## src/sv/lru_page_replacement_unit_assert.svh

```systemverilog
// Assertion macros, clocked on clk, off during rst.
`ifndef LRU_PAGE_REPLACEMENT_UNIT_ASSERT_SVH
`define LRU_PAGE_REPLACEMENT_UNIT_ASSERT_SVH

// Same-cycle implication.
`define LRU_ASSERT_NOW(label, ante, cons) \
  label: assert property (@(posedge clk) disable iff (rst) (ante) |-> (cons)) \
    else $error("lru assertion failed");

// Next-cycle implication.
`define LRU_ASSERT_NEXT(label, ante, cons) \
  label: assert property (@(posedge clk) disable iff (rst) (ante) |=> (cons)) \
    else $error("lru assertion failed");

`endif

```

## src/sv/lrupr_pkg.sv

```systemverilog
`default_nettype none
package lrupr_pkg;

  localparam int MAX_FRAME_SLOTS = 7;
  localparam int PAGE_BITS       = 8;
  localparam int FAULT_BITS      = 16;

  localparam int SLOT_BITS  = (MAX_FRAME_SLOTS > 1) ? $clog2(MAX_FRAME_SLOTS) : 1;
  localparam int RANK_BITS  = SLOT_BITS;
  localparam int COUNT_BITS = $clog2(MAX_FRAME_SLOTS + 1);

  localparam int FRAME_COUNT_RESET = 3;

  typedef logic [PAGE_BITS-1:0]  page_t;
  typedef logic [FAULT_BITS-1:0] fault_t;
  typedef logic [SLOT_BITS-1:0]  slot_t;
  typedef logic [RANK_BITS-1:0]  rank_t;
  typedef logic [COUNT_BITS-1:0] count_t;

  localparam rank_t  RANK_MAX  = rank_t'(MAX_FRAME_SLOTS - 1);
  localparam fault_t FAULT_MAX = '1;

  typedef enum logic [1:0] {
    ST_IDLE,
    ST_SCAN,
    ST_UPDATE
  } state_t;

  // one frame as seen by the scan
  typedef struct packed {
    logic  full;
    page_t page;
    rank_t rank;
  } frame_ent_t;

  // frame table update command
  typedef struct packed {
    logic   write;
    logic   clear;
    slot_t  frame;
    page_t  page;
    logic   was_full;
    rank_t  old_rank;
    count_t count;
  } frame_upd_t;

  typedef struct packed {
    logic   hit;
    slot_t  frame;
    fault_t fault_total;
  } result_t;

endpackage
`default_nettype wire

```

## src/sv/lrupr_frames.sv

```systemverilog
`default_nettype none
module lrupr_frames
  import lrupr_pkg::*;
(
  input  wire logic       clk,
  input  wire logic       rst,
  input  wire count_t     rd_idx,
  output frame_ent_t      rd_ent,
  input  wire frame_upd_t upd
);

  page_t frame_page [MAX_FRAME_SLOTS];
  logic  frame_full [MAX_FRAME_SLOTS];
  rank_t age_rank   [MAX_FRAME_SLOTS];

  slot_t rd_slot;
  assign rd_slot = rd_idx[SLOT_BITS-1:0];

  always_comb begin
    rd_ent.full = frame_full[rd_slot];
    rd_ent.page = frame_page[rd_slot];
    rd_ent.rank = age_rank[rd_slot];
  end

  always_ff @(posedge clk) begin
    if (rst) begin
      for (int j = 0; j < MAX_FRAME_SLOTS; j++) begin
        frame_full[j] <= 1'b0;
        age_rank[j]   <= '0;
      end
    end else if (upd.write) begin
      for (int j = 0; j < MAX_FRAME_SLOTS; j++) begin
        if (upd.clear) begin
          frame_full[j] <= 1'b0;
          age_rank[j]   <= '0;
          frame_page[j] <= '0;
        end else if (slot_t'(j) == upd.frame) begin
          frame_full[j] <= 1'b1;
          age_rank[j]   <= '0;
          frame_page[j] <= upd.page;
        end else if (count_t'(j) < upd.count && frame_full[j] &&
                     (!upd.was_full || age_rank[j] < upd.old_rank) &&
                     age_rank[j] < RANK_MAX) begin
          age_rank[j] <= age_rank[j] + rank_t'(1);
        end
      end
    end
  end

endmodule
`default_nettype wire

```

## src/sv/lrupr_ctrl.sv

```systemverilog
`default_nettype none
module lrupr_ctrl
  import lrupr_pkg::*;
(
  input  wire logic       clk,
  input  wire logic       rst,
  input  wire logic       in_valid,
  output logic            in_ready,
  input  wire page_t      in_page,
  input  wire logic       in_last,
  input  wire count_t     frame_count,
  output count_t          rd_idx,
  input  wire frame_ent_t rd_ent,
  output frame_upd_t      upd,
  input  wire logic       out_free,
  output logic            res_load,
  output result_t         res
);

  state_t state, state_next;

  page_t  page_r;
  logic   last_r;
  count_t n_r;
  count_t idx;
  logic   emp_found;
  slot_t  emp_idx;
  slot_t  old_idx;
  rank_t  old_rank;
  logic   hit_r;
  slot_t  f_r;
  logic   was_full_r;
  rank_t  f_rank_r;
  fault_t fault_counter;

  logic   match, last_slot, emp_found_n, old_take;
  slot_t  cur_slot, emp_idx_n, old_idx_n, victim;
  rank_t  old_rank_n;
  fault_t fault_next;

  // compare unit: one frame per cycle
  always_comb begin
    cur_slot    = idx[SLOT_BITS-1:0];
    match       = rd_ent.full && (rd_ent.page == page_r);
    last_slot   = (idx == n_r - count_t'(1));
    emp_found_n = emp_found || !rd_ent.full;
    emp_idx_n   = emp_found ? emp_idx : cur_slot;
    old_take    = (idx == '0) || (rd_ent.rank > old_rank);
    old_idx_n   = old_take ? cur_slot : old_idx;
    old_rank_n  = old_take ? rd_ent.rank : old_rank;
    victim      = emp_found_n ? emp_idx_n : old_idx_n;
  end

  always_comb begin
    state_next = state;
    unique case (state)
      ST_IDLE:   if (in_valid) state_next = ST_SCAN;
      ST_SCAN:   if (match || last_slot) state_next = ST_UPDATE;
      ST_UPDATE: if (out_free) state_next = ST_IDLE;
      default:   state_next = ST_IDLE;
    endcase
  end

  always_comb begin
    fault_next = (hit_r || fault_counter == FAULT_MAX) ? fault_counter
               : fault_counter + fault_t'(1);
    in_ready     = (state == ST_IDLE);
    rd_idx       = idx;
    res_load     = (state == ST_UPDATE) && out_free;
    upd.write    = res_load;
    upd.clear    = last_r;
    upd.frame    = f_r;
    upd.page     = page_r;
    upd.was_full = was_full_r;
    upd.old_rank = f_rank_r;
    upd.count    = n_r;
    res.hit         = hit_r;
    res.frame       = f_r;
    res.fault_total = fault_next;
  end

  always_ff @(posedge clk) begin
    if (rst) begin
      state         <= ST_IDLE;
      fault_counter <= '0;
    end else begin
      state <= state_next;
      if (res_load) fault_counter <= last_r ? '0 : fault_next;
    end
  end

  always_ff @(posedge clk) begin
    unique case (state)
      ST_IDLE: begin
        page_r    <= in_page;
        last_r    <= in_last;
        n_r       <= (frame_count == '0) ? count_t'(1)
                   : (frame_count > count_t'(MAX_FRAME_SLOTS)) ? count_t'(MAX_FRAME_SLOTS)
                   : frame_count;
        idx       <= '0;
        emp_found <= 1'b0;
      end
      ST_SCAN: begin
        idx       <= idx + count_t'(1);
        emp_found <= emp_found_n;
        emp_idx   <= emp_idx_n;
        old_idx   <= old_idx_n;
        old_rank  <= old_rank_n;
        if (match) begin
          hit_r      <= 1'b1;
          f_r        <= cur_slot;
          was_full_r <= 1'b1;
          f_rank_r   <= rd_ent.rank;
        end else begin
          hit_r      <= 1'b0;
          f_r        <= victim;
          was_full_r <= !emp_found_n;
          f_rank_r   <= old_rank_n;
        end
      end
      default: ;
    endcase
  end

endmodule
`default_nettype wire

```

## src/sv/lru_page_replacement_unit.sv

```systemverilog
// Flow: a word is accepted in idle, then the scan reads frames 0..n-1, n = frames in use (1..7),
// and stops early on a hit; the update state then writes the table and loads the result.
// The scan reads one frame per cycle; a new word is accepted only after the last one's update.
// The output register lets the next word start while a result waits.
// Reset (rst, synchronous): all frames empty, ranks and fault count zero,
// frame_count back to 3.
`default_nettype none
module lru_page_replacement_unit
  import lrupr_pkg::*;
(
  input  wire logic        clk,
  input  wire logic        rst,
  input  wire logic        s_tvalid,
  output logic             s_tready,
  input  wire logic [7:0]  s_tdata,   // [7:0] page
  input  wire logic        s_tlast,   // last_in_string
  output logic             m_tvalid,
  input  wire logic        m_tready,
  output logic [23:0]      m_tdata,   // [2:0] frame_index, [18:3] fault_total, zero pad
  output logic             m_tuser,   // hit
  input  wire logic        cfg_valid,
  output logic             cfg_ready,
  input  wire logic [2:0]  cfg_data   // frame_count
);

  `include "lru_page_replacement_unit_assert.svh"

  count_t     frame_count;
  count_t     rd_idx;
  frame_ent_t rd_ent;
  frame_upd_t upd;
  logic       out_free;
  logic       res_load;
  result_t    res;

  assign cfg_ready = 1'b1;
  assign out_free  = !m_tvalid || m_tready;

  always_ff @(posedge clk) begin
    if (rst) begin
      frame_count <= count_t'(FRAME_COUNT_RESET);
    end else if (cfg_valid && cfg_ready) begin
      frame_count <= count_t'(cfg_data);
    end
  end

  lrupr_frames u_frames (
    .clk    (clk),
    .rst    (rst),
    .rd_idx (rd_idx),
    .rd_ent (rd_ent),
    .upd    (upd)
  );

  lrupr_ctrl u_ctrl (
    .clk         (clk),
    .rst         (rst),
    .in_valid    (s_tvalid),
    .in_ready    (s_tready),
    .in_page     (page_t'(s_tdata)),
    .in_last     (s_tlast),
    .frame_count (frame_count),
    .rd_idx      (rd_idx),
    .rd_ent      (rd_ent),
    .upd         (upd),
    .out_free    (out_free),
    .res_load    (res_load),
    .res         (res)
  );

  always_ff @(posedge clk) begin
    if (rst) begin
      m_tvalid <= 1'b0;
    end else if (res_load) begin
      m_tvalid <= 1'b1;
    end else if (m_tready) begin
      m_tvalid <= 1'b0;
    end
  end

  always_ff @(posedge clk) begin
    if (res_load) begin
      m_tuser <= res.hit;
      m_tdata <= 24'({res.fault_total, res.frame});
    end
  end

  `LRU_ASSERT_NOW(a_upd_not_idle, upd.write, !s_tready)
  `LRU_ASSERT_NEXT(a_busy_after_accept, s_tvalid && s_tready, !s_tready)
  `LRU_ASSERT_NEXT(a_result_after_upd, upd.write, m_tvalid)
  `LRU_ASSERT_NOW(a_upd_slot_free, upd.write, !m_tvalid || m_tready)

endmodule
`default_nettype wire

```

## config.mk

```make
export PLATFORM = sky130hd
export DESIGN_NAME = lru_page_replacement_unit
export DESIGN_NICKNAME = d
export VERILOG_FILES = /design/src/sv/lrupr_pkg.sv /design/src/sv/lrupr_frames.sv /design/src/sv/lrupr_ctrl.sv /design/src/sv/lru_page_replacement_unit.sv
export VERILOG_INCLUDE_DIRS = /design/src /design/src/sv
export SDC_FILE = /design/constraint.sdc
export NUM_CORES = 1
export LEC_CHECK = 0
export CAP_MARGIN = 20
export CORE_UTILIZATION = 30
export DETAILED_ROUTE_END_ITERATION = 8
export DONT_BUFFER_PORTS = 1
export GPL_TIMING_DRIVEN = 0
export SLEW_MARGIN = 20
export SYNTH_ARGS = -nofsm -noshare
export SYNTH_HDL_FRONTEND = slang
export SYNTH_SLANG_ARGS = --single-unit
```

## constraint.sdc

```tcl
create_clock -name clk -period 3.95 [get_ports clk]
set_clock_uncertainty 0.1 [all_clocks]
set_input_delay 0.1975 -clock clk [delete_from_list [all_inputs] [get_ports clk]]
set_output_delay 0.1975 -clock clk [all_outputs]
set_load 0.01 [all_outputs]
```

==> results.toml, run 1 <==
[pwr]
clockPowerShare_pct = 32.6
p_seq_share_pct = 45.0
power.density_nw_per_um2 = 536.7
power.internal_mw = 3.517
comb_power_share_pct = 22.4
p_sw_share_pct = 29.61
p_sw_mw = 1.480
irDropWorstVdd_mv = 0.3743
power_leakage_nw = 3.393

[cts]
path_clk_slew_ns = 0.06
post_cts_buffers = 0
numCtsBuffers = 17
cts_max_path_buffers = 2
cts_tree = "built"
clk_latency_ns = 0.42
htreeDepth = 4
clock_sinks = 162
clockRootBuffer = "clkbuf_16"

[yosys]
synth.distinct_cells = 56
synth_adder_area_share_pct = 4.343
synthFlopType = "edfxtp_1"
synth-edff-count = 137
netlist_area_um2 = 8066
seq_area_frac_synth_pct = 57.20
muxShareOfSynthArea_pct = 7.166
avgSynthCellArea_um2 = 11.62
synthArstFlopShare_pct = 0
synthCells = 694
synth_xor_area_share_pct = 3.909
ys_ff_latch = 162
yosys.area_share.simple_pct = 15.77
ys_warn_count = 0
synth_top_family_by_area = "simple AND/OR/NAND/NOR gates"
synth_compound_area_share_pct = 7.740

[timing]
period_share_pct = 92.02
hold-worst-slack_ns = 0.09941
rsz0062_at_grt = "no"
period_needed_ns = 3.635
fin_ws_ns = 0.3151
finalHoldViolCount = 0
relSlewSlack_pct = 46.58
tightest_slew_ns = 0.7983
max_freq_ghz = 0.2751
setup_viol = 0
slew_viol_final = 0

[die]
start_util_pct = 30.78
io_pins = 45
dieWidth_um = 166.0
coreArea_um2 = 26210
placementRows = 59
die_h_um = 166.0
die_area_um2 = 27550

[grt]
grt_max_degree = 30
antenna_found_initial = 0
grt_use_total_pct = 13.55
grt_overflow = 0
grt_pass1_wl_mm = 28.88
grt_pass1_vias = 5177

[detailed_routing]
routed_wl_mm = 18.07
drc = 0
drtPass1Iterations = 5
dr.first_iter.drc_count = 437
vias = 5333
wl_per_cell_um = 16.67
via_per_inst = 4.920
ant_nets = 0

[worst_setup_path]
r2r_end = "u_ctrl.f_rank_r[0]$_DFFE_PP_"
reg2reg_slack_ns = 0.32
arrival_ns = 3.71
start_kind = "flop"
worstSetupEndpointType = "flop"
setup.worst_path.class = "flop to flop"
critical_path.max_fanout = 10
cp_data_required_time_ns = 4.02
reg2regPathDepth = 11

[finish]
fillers = 2528
area_growth_pct = 15.43
diodes = 0
final_cell_mix = "edfxtp_1, nand2_1, and2_1, nor2_1, o21ai_0"
drive_gt1_share_pct = 8.945
layout_commonest_cell = "edfxtp_1"
finalNonFillerCells = 1084
finalInstanceArea_um2 = 9311
fin_util_pct = 35.53
nets = 781

[place]
dp_cells = 1034
gp_congestion = 0.7709
post-dp-hpwl_mm = 12.79
placed_area_um2 = 8519
place.port_buffers = 0
dp_slack_ns = -0.1698

[worst_hold_path]
hold_path_startpoint = "rst"
hold_path.class = "primary input to flop"
holdPathStages = 2
hold_path_end = "u_frames.age_rank[3][2]$_SDFFCE_PN0P_"

[run_status]
outcome = "completed"

[run]
max_cap_violations = 0
[cell families after synthesis]
family | count (synthesis)
simple gates | 249
buf+inv | 63
compound gates | 106
xor+xnor | 36
other cells | 2
mux | 48
flops | 162
fa+ha+maj | 28
[routing by layer]
layer,vias to the layer above,track usage (%),part of all wire [%]
met4,0,3.941,1.2
li1,2575,-,-
met5,-,0,0
met3,16,2.598,4.4
met2,147,21.89,47
met1,2595,18.43,47
[sequential cells by signal, summed over array words and instances, names as in the netlist, named ones only]
signal / cells
u_ctrl.page_r: 8
u_frames.age_rank: 21
u_ctrl.old_rank: 3
frame_count: 3
u_ctrl.old_idx: 3
m_tvalid: 1
u_ctrl.n_r: 3
u_ctrl.last_r: 1
u_frames.frame_page: 56
u_ctrl.rd_idx: 3
u_ctrl.emp_idx: 3
u_ctrl.f_rank_r: 3
u_ctrl.hit_r: 1
u_ctrl.f_r: 3
u_ctrl.state: 2
u_ctrl.was_full_r: 1
u_ctrl.fault_counter: 16
m_tuser: 1
u_frames.frame_full: 7
m_tdata: 19
u_ctrl.emp_found: 1
[power groups by stage]
stage / Combinational (mW) / Sequential, mW / Clock [mW]
floorplan: 0.835 / 2.21 / 0
global placement: 1.05 / 2.28 / 0
detailed placement: 1.09 / 2.28 / 0
CTS: 1.12 / 2.25 / 1.65
global route: 1.26 / 2.27 / 1.72
finish: 1.12 / 2.25 / 1.63
[how the worst max path moves through the flow]
stage	slack [ns]	endpoint	from
6_report	0.32	u_ctrl.f_rank_r[0]$_DFFE_PP_	flop
5_1_grt	0.08	u_ctrl.f_r[0]$_DFFE_PP_	flop
4_1_cts	0.02	u_ctrl.f_rank_r[0]$_DFFE_PP_	flop
3_5_place_dp	-0.17	u_ctrl.f_rank_r[0]$_DFFE_PP_	flop
3_3_place_gp	-0.11	u_ctrl.f_rank_r[0]$_DFFE_PP_	flop
2_1_floorplan	0.45	u_ctrl.f_rank_r[0]$_DFFE_PP_	flop
[layout make-up]
type	instances	area, µm²	share of cell area [%]
Clock buffer	21	491.7	5.281
Timing Repair Buffer	20	205.2	2.204
Multi-Input combinational cell	473	3177	34.12
Buffer	29	177.7	1.908
Sequential cell	162	4614	49.56
Inverter	33	123.9	1.330
Clock inverter	11	102.6	1.102
Tap cell	335	419.2	4.501
[synthesized netlist by cell type, types with 3 or more instances]
cell type | number | share of area (%)
o22ai_1 | 7 | 0.54
xnor2_1 | 24 | 2.6
a21oi_1 | 35 | 2.2
nor2b_1 | 13 | 1.0
a22oi_1 | 5 | 0.47
inv_1 | 32 | 1.5
nand2b_1 | 13 | 1.0
mux2_2 | 6 | 0.84
buf_6 | 5 | 0.70
nand4_1 | 8 | 0.62
nand3_1 | 19 | 1.2
mux4_2 | 6 | 1.7
ha_1 | 28 | 4.3
clkbuf_1 | 14 | 0.65
xor2_1 | 12 | 1.3
and3_1 | 3 | 0.23
nor2_1 | 51 | 2.4
dfxtp_1 | 25 | 6.2
buf_4 | 7 | 0.65
and2_1 | 57 | 4.4
buf_2 | 3 | 0.19
or3_1 | 10 | 0.78
o21ai_0 | 37 | 2.3
edfxtp_1 | 137 | 51
mux2i_1 | 33 | 4.1
a32o_1 | 4 | 0.50
nand2_1 | 59 | 2.7
nor3_1 | 5 | 0.31
mux2_4 | 3 | 0.56
[metrics by stage]
step                      power [mW]  setup TNS [ns]
after CTS                      5.020               0
after floorplan                3.042               0
after global routing           5.252               0
after global placement         3.333         -0.2562
final                          4.997               0
after detailed placement       3.370         -0.4576
[worst max-delay path: stages (launching register included)]
cell     delay [ns]
dfxtp_1        0.40
buf_6          0.20
buf_6          0.20
mux4_2         0.52
mux2_2         0.31
ha_1           0.31
nor2b_1        0.13
o21ai_0        0.14
a32oi_1        0.14
a21oi_4        0.28
mux2_2         0.39
mux2_4         0.25
[repair_timing]
| item | 4_1_cts | 5_1_grt |
|---|---|---|
| hold buffers | 19 | 0 |
| resized for setup | 1 | 1 |
| endpoints found under the hold margin | 15 | 0 |
| setup endpoints to repair | 3 | 3 |
Power figures use the tool's default switching activity.
==> inputs of run 2 (changes only) <==
Settings changed: CORE_ASPECT_RATIO set to 1.75.
==> results.toml, run 2 (synthesis gave the netlist of run 1 again) <==
[run_status]
outcome = "completed"

[timing]
tns_ns = 0
relSlewSlack_pct = 42.11
period_share_pct = 95.67
setup_viol = 0
fin_ws_ns = 0.1712
tightest_slew_ns = 0.8675
slew_viol_final = 0
max_freq_ghz = 0.2646
finalHoldViolCount = 0
rsz0062_at_grt = "no"
period_needed_ns = 3.779

[cts]
cts_tree = "built"
htreeDepth = 4
numCtsBuffers = 17
clock_sinks = 162
clockRootBuffer = "clkbuf_16"
path_clk_slew_ns = 0.07
cts_max_path_buffers = 2
post_cts_buffers = 0
clk_latency_ns = 0.44

[place]
placed_area_um2 = 8491
dp_slack_ns = -0.1758
gp_congestion = 0.8371
post-dp-hpwl_mm = 13.43
place.port_buffers = 0

[finish]
area_growth_pct = 14.80
fin_util_pct = 34.96
top_register = "u_frames.frame_page"
layout_commonest_cell = "edfxtp_1"
multi_input_area_um2 = 3169
top_regs = "u_frames.frame_page x56, u_frames.age_rank x21, m_tdata x19"
fillers = 2639
drive_gt1_share_pct = 8.847
nets = 778
regArea_um2 = 4614
diodes = 0
final_cell_mix = "edfxtp_1, nand2_1, and2_1, nor2_1, o21ai_0"
largest_reg_flops = 56
finalInstanceArea_um2 = 9260

[worst_setup_path]
worst_path_max_delay_cell = "mux4_2"
arrival_ns = 3.85
crit_path_cell_trace = "buf_6, buf_6, mux4_2, mux2_2, ha_1, nor2b_1, o21ai_0, a32oi_1, a21oi_2, mux2_2, mux2i_1, mux2i_1"
setup.worst_path.class = "flop to flop"
worstSetupEndpointType = "flop"
crit_path_max_incr_delay_ns = 0.50
critical_path.max_fanout = 10
start_kind = "flop"
cp_data_required_time_ns = 4.02

[pwr]
power.internal_mw = 3.453
clockPowerShare_pct = 33.3
p_sw_share_pct = 31.67
p_seq_share_pct = 44.7
power_leakage_nw = 3.382
p_sw_mw = 1.600
power.density_nw_per_um2 = 545.7
irDropWorstVdd_mv = 0.3599
p_total_mw = 5.053
comb_power_share_pct = 22.1

[detailed_routing]
drc = 0
ant_nets = 0
dr.first_iter.drc_count = 274
via_per_inst = 4.957
drtPass1Iterations = 5
vias = 5304
wl_per_cell_um = 17.26
routed_wl_mm = 18.46

[grt]
grt_use_total_pct = 14.11
grt_overflow = 0
grt_max_degree = 30
antenna_found_initial = 0
grt_pass1_vias = 5492
grt_pass1_wl_mm = 29.23

[die]
die_h_um = 218.9
start_util_pct = 30.45
placementRows = 79
io_pins = 45
die_area_um2 = 27570
coreArea_um2 = 26490
dieWidth_um = 126.0

[run]
max_cap_violations = 0

[worst_hold_path]
hold_path.class = "primary input to flop"
-- run 2: per-stage QoR --
stage          hold slack [ns]  instances
2_1_floorplan           0.1964        698
3_3_place_gp            0.1964       1022
3_5_place_dp            0.1964       1022
4_1_cts               0.007645       1071
5_1_grt                0.01259       1070
6_report              0.005151       1070
-- run 2: worst max-delay path, delay by kind of cell, from the launching register on --
| kind | cells | cell delay (ns) |
|---|---|---|
| multiplexers | 5 | 1.47 |
| adder cells (fa/ha/maj) | 1 | 0.32 |
| flip-flops | 1 | 0.40 |
| AND/OR/NAND/NOR | 1 | 0.13 |
| buffers and inverters | 2 | 0.42 |
| AO/OA/AOI/OAI | 3 | 0.66 |
-- run 2: power by group through the flow --
stage	Combinational [mW]	Sequential [mW]	Clock, mW
after CTS	1.12	2.26	1.71
after detailed placement	1.09	2.30	0
final	1.11	2.26	1.68
after global routing	1.25	2.28	1.77
after floorplan	0.835	2.21	0
after global placement	1.07	2.29	0
-- run 2: worst paths after layout --
| path | start | to | slack [ns] | cells after the start |
|---|---|---|---|---|
| worst max-delay path | flop | u_ctrl.f_r[0]$_DFFE_PP_ | 0.17 | 12 |
| worst min-delay path | rst | frame_count[1]$_SDFFE_PP1P_ | 0.005 | 2 |
| worst max register to register | flop | u_ctrl.f_r[0]$_DFFE_PP_ | 0.17 | 12 |
| worst min register to register | u_ctrl.fault_counter[15]$_SDFFE_PP0P_ | u_ctrl.fault_counter[15]$_SDFFE_PP0P_ | 0.37 | 2 |
-- run 2: what timing repair did --
| item | in CTS | in global routing |
|---|---|---|
| endpoints found under the setup margin | 5 | 3 |
| gates resized for setup | 1 | 0 |
| hold buffers | 17 | 0 |
| hold endpoints to repair | 15 | 0 |
-- run 2: area by class of cell --
type	count	area share [%]
sequential	162	49.83
multi-input combinational	473	34.23
clock buffer	18	4.635
tap	324	4.378
buffer	29	1.919
clock inverter	14	1.838
timing repair buffer	17	1.838
inverter	33	1.338
-- run 2: metal layers --
metal	track usage, %	routed length (µm)	up-vias
li1	-	-	2563
met1	14.18	6755	2566
met2	26.87	10320	132
met3	2.365	630	43
met4	8.514	755	0
met5	0	0	-
